--- src/hw/rtl/assert_macros.svh ---
// Assertion macros shared by the RTL.
`ifndef ASSERT_MACROS_SVH
`define ASSERT_MACROS_SVH
`ifndef SYNTHESIS
`define ASSERT_IMPLIES(label, clk, rst, ante, cons) \
   label: assert property (@(posedge clk) disable iff (rst) (ante) |-> (cons)) \
      else $error("assertion failed");
`define ASSERT_NEXT(label, clk, rst, ante, cons) \
   label: assert property (@(posedge clk) disable iff (rst) (ante) |=> (cons)) \
      else $error("assertion failed");
`else
`define ASSERT_IMPLIES(label, clk, rst, ante, cons)
`define ASSERT_NEXT(label, clk, rst, ante, cons)
`endif
`endif

--- src/hw/rtl/btwf_pkg.sv ---
// ----------------------------------------------------------------------------
// btwf_pkg
// Shared constants and types for the best trimmed window finder.
// ----------------------------------------------------------------------------
package btwf_pkg;
   localparam int WinMax     = 64;
   localparam int IdxBits    = 6;
   localparam int SampleBits = 16;
   localparam int LenBits    = 7;
   localparam int SumBits    = 22;
   localparam int ScoreBits  = 24;
   localparam int PosBits    = 33;
   localparam int QDepth     = 4;
   localparam int QPtrBits   = 2;

   typedef struct packed {
      logic [SampleBits-1:0] sample;
      logic                  last;
   } req_type;

   typedef struct packed {
      logic [31:0] best_start;
      logic        found;
      logic        too_long;
   } rsp_type;

   // Classified item handed from front to back.
   typedef struct packed {
      logic [SampleBits-1:0] sample;
      logic                  last;
      logic                  skip;  // position counter overran
   } work_type;

   // One deque entry: sample position and value.
   typedef struct packed {
      logic [31:0]           pos;
      logic [SampleBits-1:0] val;
   } dq_entry_type;

   typedef enum logic [2:0] {
      ST_IDLE,
      ST_EXPIRE,
      ST_POP,
      ST_SCORE,
      ST_EMIT
   } back_state_type;
endpackage

--- src/hw/rtl/btwf_if.sv ---
// ----------------------------------------------------------------------------
// btwf_req_if / btwf_rsp_if
// Valid/ready channels for the block.
// ----------------------------------------------------------------------------
interface btwf_req_if;
   logic             valid;
   logic             ready;
   btwf_pkg::req_type data;
   modport source (output valid, output data, input ready);
   modport sink   (input valid, input data, output ready);
endinterface


--- src/hw/rtl/btwf_front.sv ---
// ----------------------------------------------------------------------------
// btwf_front
// Accepts samples, tracks the position counter, queues work for the back end.
// ----------------------------------------------------------------------------
module btwf_front (
   input  logic                 clock,
   input  logic                 reset,
   input  logic                 clear,
   btwf_req_if.sink             req,
   output logic                 q_valid,
   output btwf_pkg::work_type   q_data,
   input  logic                 q_pop
);
   localparam int QPtrBits = btwf_pkg::QPtrBits;

   btwf_pkg::work_type          mem_ff [btwf_pkg::QDepth];
   logic [btwf_pkg::QPtrBits-1:0] wr_ff, wr_in, rd_ff, rd_in;
   logic [btwf_pkg::QPtrBits:0]   cnt_ff, cnt_in;
   logic [btwf_pkg::PosBits-1:0]  pos_ff, pos_in;
   logic                          push;
   btwf_pkg::work_type            item;

   assign req.ready = (cnt_ff != 3'(btwf_pkg::QDepth)) && !clear;
   assign push      = req.valid && req.ready;
   assign q_valid   = cnt_ff != '0;
   assign q_data    = mem_ff[rd_ff];

   always_comb begin
      item.sample = req.data.sample;
      item.last   = req.data.last;
      item.skip   = pos_ff[btwf_pkg::PosBits-1];
      wr_in  = wr_ff + QPtrBits'(push);
      rd_in  = rd_ff + QPtrBits'(q_pop);
      cnt_in = cnt_ff + 3'(push) - 3'(q_pop);
      pos_in = pos_ff;
      if (push) begin
         if (req.data.last) begin
            pos_in = '0;
         end else if (!pos_ff[btwf_pkg::PosBits-1]) begin
            pos_in = pos_ff + 33'd1;
         end
      end
      if (clear) begin
         pos_in = '0;
      end
   end

   always_ff @(posedge clock) begin
      if (reset) begin
         wr_ff  <= '0;
         rd_ff  <= '0;
         cnt_ff <= '0;
         pos_ff <= '0;
      end else begin
         wr_ff  <= wr_in;
         rd_ff  <= rd_in;
         cnt_ff <= cnt_in;
         pos_ff <= pos_in;
      end
   end

   always_ff @(posedge clock) begin
      if (push) begin
         mem_ff[wr_ff] <= item;
      end
   end
endmodule

--- src/flat_wrapper.sv ---
// flat-port wrapper written by rule: the top's interface ports become plain ports
module btwf_front_flat 
  (clock, reset, clear, q_valid, q_data, q_pop, req_valid, req_data, req_ready);
  btwf_req_if req_i ();
  input  logic clock;
  input  logic reset;
  input  logic clear;
  output logic q_valid;
  output btwf_pkg::work_type q_data;
  input  logic q_pop;
  input wire logic [$bits(req_i.valid)-1:0] req_valid;
  input wire logic [$bits(req_i.data)-1:0] req_data;
  output wire logic [$bits(req_i.ready)-1:0] req_ready;
  assign req_i.valid = req_valid;
  assign req_i.data = req_data;
  assign req_ready = req_i.ready;
  btwf_front u_core (.clock(clock), .reset(reset), .clear(clear), .req(req_i), .q_valid(q_valid), .q_data(q_data), .q_pop(q_pop));
endmodule
--- config.mk ---
export PLATFORM = sky130hd
export DESIGN_NAME = btwf_front_flat
export DESIGN_NICKNAME = d
export VERILOG_FILES = /design/src/hw/rtl/assert_macros.svh /design/src/hw/rtl/btwf_pkg.sv /design/src/hw/rtl/btwf_if.sv /design/src/hw/rtl/btwf_front.sv /design/src/flat_wrapper.sv
export SDC_FILE = /design/constraint.sdc
export NUM_CORES = 1
export LEC_CHECK = 0
export BUFFER_PORTS_ARGS = -buffer_cell sky130_fd_sc_hd__buf_4
export CAP_MARGIN = 30
export CORE_MARGIN = 4
export CORE_UTILIZATION = 56
export CTS_BUF_LIST = sky130_fd_sc_hd__clkbuf_4 sky130_fd_sc_hd__clkbuf_8
export DETAILED_ROUTE_END_ITERATION = 8
export PLACE_DENSITY = 0.75
export SETUP_SLACK_MARGIN = 0.1
export SLEW_MARGIN = 20
export SYNTH_ARGS = -nofsm -noshare
export SYNTH_HDL_FRONTEND = slang
export SYNTH_SLANG_ARGS = --single-unit
export TNS_END_PERCENT = 100
--- constraint.sdc ---
create_clock -name clock -period 5.6 [get_ports clock]
set_clock_uncertainty 0.2 [all_clocks]
set_input_delay 0.56 -clock clock [delete_from_list [all_inputs] [get_ports clock]]
set_output_delay 0.56 -clock clock [all_outputs]
set_load 0.005 [all_outputs]
==> qor.yml <==
post_synth.cell_area_avg_um2: 14.0
finalNetCount: 404
cellLeakagePower_nw: 1.73
grt_pass1_vias: 2809
finish.instance_area_um2: 5260
synth_seq_area_share_pct: 64.0
place_hpwl_um: 5600
syn-instance-count: 331
timing_hold_violations_final: 0
clock-sinks: 112
class_of_the_tightest_hold_or_removal_check: "input pin to flip-flop"
synthFlopType: "sky130_fd_sc_hd__edfxtp_1"
grtUsageTotal_pct: 18.4
final-setup-viol-count: 0
final.period_utilization_pct: 48.0
grt_use_met2_pct: 32.1
placed_cell_area_um2: 5040
end_kind: "primary output"
crit_path_start_kind: "flip-flop"
crit_path_max_incr_delay_ns: 0.57
drt-wirelength-per-cell_um: 17.6
post_synth_xor_area_fraction_pct: 4.35
synth-compound-area-share_pct: 4.49
root_buffer: "sky130_fd_sc_hd__clkbuf_8"
syn_area_um2: 4630
rsz_0062_raised_after_global_routing: "no"
crit_fanout: 16
ys.warnings.count: 0
cp_top_family: "multiplexers"
cts_hold_repair.buffers: 0
synthMuxAreaShare_pct: 8.76
timing.critical_path.buf_inv: 2
cts_buffer_depth: 2
core_um2: 7890
gp_routability_congestion: 0.792
busiest_layer: "met2"
antenna_cells_inserted: 0
ir_drop_uv: 160
route.detailed.drc: 0
detail_route.wirelength_um: 8500
grt_use_met3_pct: 4.60
num_rows: 32
drt_pass1_iterations: 5
synthSimpleGateAreaFrac_pct: 14.7
number_of_synthesized_flops_with_an_enable_pin: 72
num_vias: 2834
critical_setup_path_kind: "flip-flop to primary output"
synth.lib_cells_used.distinct: 43
tritoncts_clock_tree: "yes"
critPathArrivalTime_ns: 1.93
cts_max_level: 3
pin_count_of_the_biggest_net_entering_global_routing: 22
max_cap_violations: 0
synth_top_family_by_area: "simple AND/OR/NAND/NOR gates"
slew_violations: 0
setup_repair_bufs_after_cts: 0
worst_path_most_repeated_cell: "sky130_fd_sc_hd__buf_4"
crit_chain: "buf_4, mux4_2, buf_4"
worst_skew_pair.late_latency_ns: 0.36
area_growth_syn_to_layout_pct: 13.7
initial_antenna_violation_count: 0
globalRouteMet1Util_pct: 23.0
cts_buffers: 9
fp.dieW_um: 98.9
outcome: "completed"
design.die.area_um2: 9780
synth_register_bits: 112
achievable-frequency_mhz: 372
post_route_cells_drive_above_1_share_pct: 23.6
clk_transition_reported_paths_ns: 0.10
cp_data_required_time_ns: 4.84
critical_path.slowest_cell: "sky130_fd_sc_hd__mux4_2"
grt_pass1_wl_um: 14100
start_util_pct: 58.7
asyncSetResetFlopFracSynth_pct: 0
drtAntennaViolNets: 0
io_buffer_count: 41
syn-num-nets: 359
worst_pin_slew_ns: 0.931
power_per_cell_area_nw_per_um2: 304
cts-resized-gates: 0
io-pin-count: 42
die_h_um: 98.9
synth-adder-area-share_pct: 1.78
min_period_ns: 2.69
timing.max_slew.rel_slack_pct: 37.9
drt_iter0_drc: 114
route.detailed.vias_per_inst: 5.87
fin_setup_tns_ns: 0
grt_overflow_total: 0
-- cells in the final DEF, fill, tap and decap left out, drive strengths merged --
cell | synthesis | routed
and3b | 1 | 1
mux4 | 18 | 18
edfxtp | 72 | 72
xor2 | 11 | 11
nand3 | 16 | 16
and2b | 1 | 1
or4 | 4 | 4
nor2b | 6 | 6
xnor2 | 12 | 12
or3 | 2 | 2
and2 | 4 | 4
clkinv | 0 | 1
nor3 | 7 | 7
nor3b | 3 | 3
dfxtp | 40 | 40
o41ai | 1 | 1
ha | 5 | 5
clkbuf | 8 | 10
and4 | 3 | 3
fa | 1 | 1
and3 | 4 | 4
a41oi | 1 | 1
o22ai | 1 | 1
nand4 | 15 | 15
clkinvlp | 0 | 2
o31ai | 3 | 3
o21ai | 16 | 16
inv | 6 | 8
nor2 | 31 | 31
a31oi | 4 | 4
nand2 | 8 | 8
bufinv | 0 | 1
a22o | 2 | 2
nand2b | 2 | 2
nor4 | 13 | 13
a21boi | 1 | 1
o31a | 1 | 1
buf | 5 | 47
a21oi | 3 | 3
-- kinds of logic after synthesis --
| group | count (synthesis) |
|---|---|
| buf+inv | 19 |
| xor+xnor | 23 |
| compound gates | 33 |
| flops | 112 |
| simple gates | 120 |
| fa+ha+maj | 6 |
| mux | 18 |
-- synthesized netlist by cell type (2+ instances only) --
library cell | count | share of area, %
sky130_fd_sc_hd__a31oi_1 | 4 | 0.54
sky130_fd_sc_hd__nor3b_1 | 2 | 0.32
sky130_fd_sc_hd__xor2_1 | 11 | 2.1
sky130_fd_sc_hd__and2_1 | 4 | 0.54
sky130_fd_sc_hd__nand3_1 | 16 | 1.7
sky130_fd_sc_hd__dfxtp_1 | 40 | 17
sky130_fd_sc_hd__buf_6 | 2 | 0.49
sky130_fd_sc_hd__buf_2 | 3 | 0.32
sky130_fd_sc_hd__nor2_1 | 31 | 2.5
sky130_fd_sc_hd__a22o_1 | 2 | 0.38
sky130_fd_sc_hd__nor3_1 | 7 | 0.76
sky130_fd_sc_hd__or4_1 | 3 | 0.49
sky130_fd_sc_hd__xnor2_1 | 12 | 2.3
sky130_fd_sc_hd__mux4_2 | 18 | 8.8
sky130_fd_sc_hd__or3_1 | 2 | 0.27
sky130_fd_sc_hd__clkbuf_1 | 8 | 0.65
sky130_fd_sc_hd__nand2_1 | 8 | 0.65
sky130_fd_sc_hd__o21ai_0 | 13 | 1.4
sky130_fd_sc_hd__nor4_1 | 11 | 1.5
sky130_fd_sc_hd__and4_1 | 3 | 0.57
sky130_fd_sc_hd__inv_1 | 6 | 0.49
sky130_fd_sc_hd__edfxtp_1 | 72 | 47
sky130_fd_sc_hd__nor2b_1 | 6 | 0.81
sky130_fd_sc_hd__and3_1 | 4 | 0.54
sky130_fd_sc_hd__nand4_1 | 15 | 2.0
sky130_fd_sc_hd__o31ai_1 | 3 | 0.49
sky130_fd_sc_hd__a21oi_1 | 3 | 0.32
sky130_fd_sc_hd__o21ai_1 | 3 | 0.32
sky130_fd_sc_hd__ha_1 | 5 | 1.4
-- metrics by stage --
step	power (mW)	std cells	setup slack, ns	hold slack [ns]	utilization, %
after floorplan	1.05	331	2.52	0.222	-
after global placement	1.13	465	2.89	0.241	63.8
after detailed placement	1.14	466	2.82	0.252	63.9
after CTS	1.62	482	2.84	0.165	66.5
after global routing	1.68	483	2.74	0.159	66.7
final	1.60	483	2.91	0.187	66.7
-- flip-flops by register name, indices dropped and copies added, names as in the netlist --
signal and flops:
u_core.wr_ff 2, u_core.pos_ff 33, u_core.cnt_ff 3, u_core.mem_ff 72, u_core.rd_ff 2
-- where the power goes --
part | switching [mW] | total [mW] | internal (mW) | leakage, nW
registers | 0.0180 | 0.927 | 0.909 | 0.980
logic | 0.0881 | 0.189 | 0.101 | 0.646
clock network | 0.266 | 0.485 | 0.219 | 0.100
total | 0.372 | 1.60 | 1.23 | 1.73
-- metal layers --
layer	routed length, um	share of wire [%]
met2	4460	52
met3	432	5.1
met4	30	0.35
met1	3580	42
met5	0	0
-- path summary, 6_finish.rpt --
path                           from                  end  slack, ns  depth (start not counted)
hold reg to reg   u_core.pos_ff[31]    u_core.pos_ff[31]       0.26                          1
setup / recovery    u_core.rd_ff[0]           q_data[14]       2.91                          3
setup reg to reg   u_core.cnt_ff[1]     u_core.cnt_ff[2]       2.98                          7
hold / removal          req_data[5]  u_core.mem_ff[1][6]       0.19                          1
-- final cells by class --
cell class | instances | area [um2]
timing repair buffer | 47 | 354
sequential | 112 | 2960
multi-input combinational | 200 | 1590
tap | 102 | 128
fill | 594 | 2630
clock inverter | 6 | 76.3
inverter | 6 | 22.5
clock buffer | 10 | 131
(Power assumes the default switching activity.)
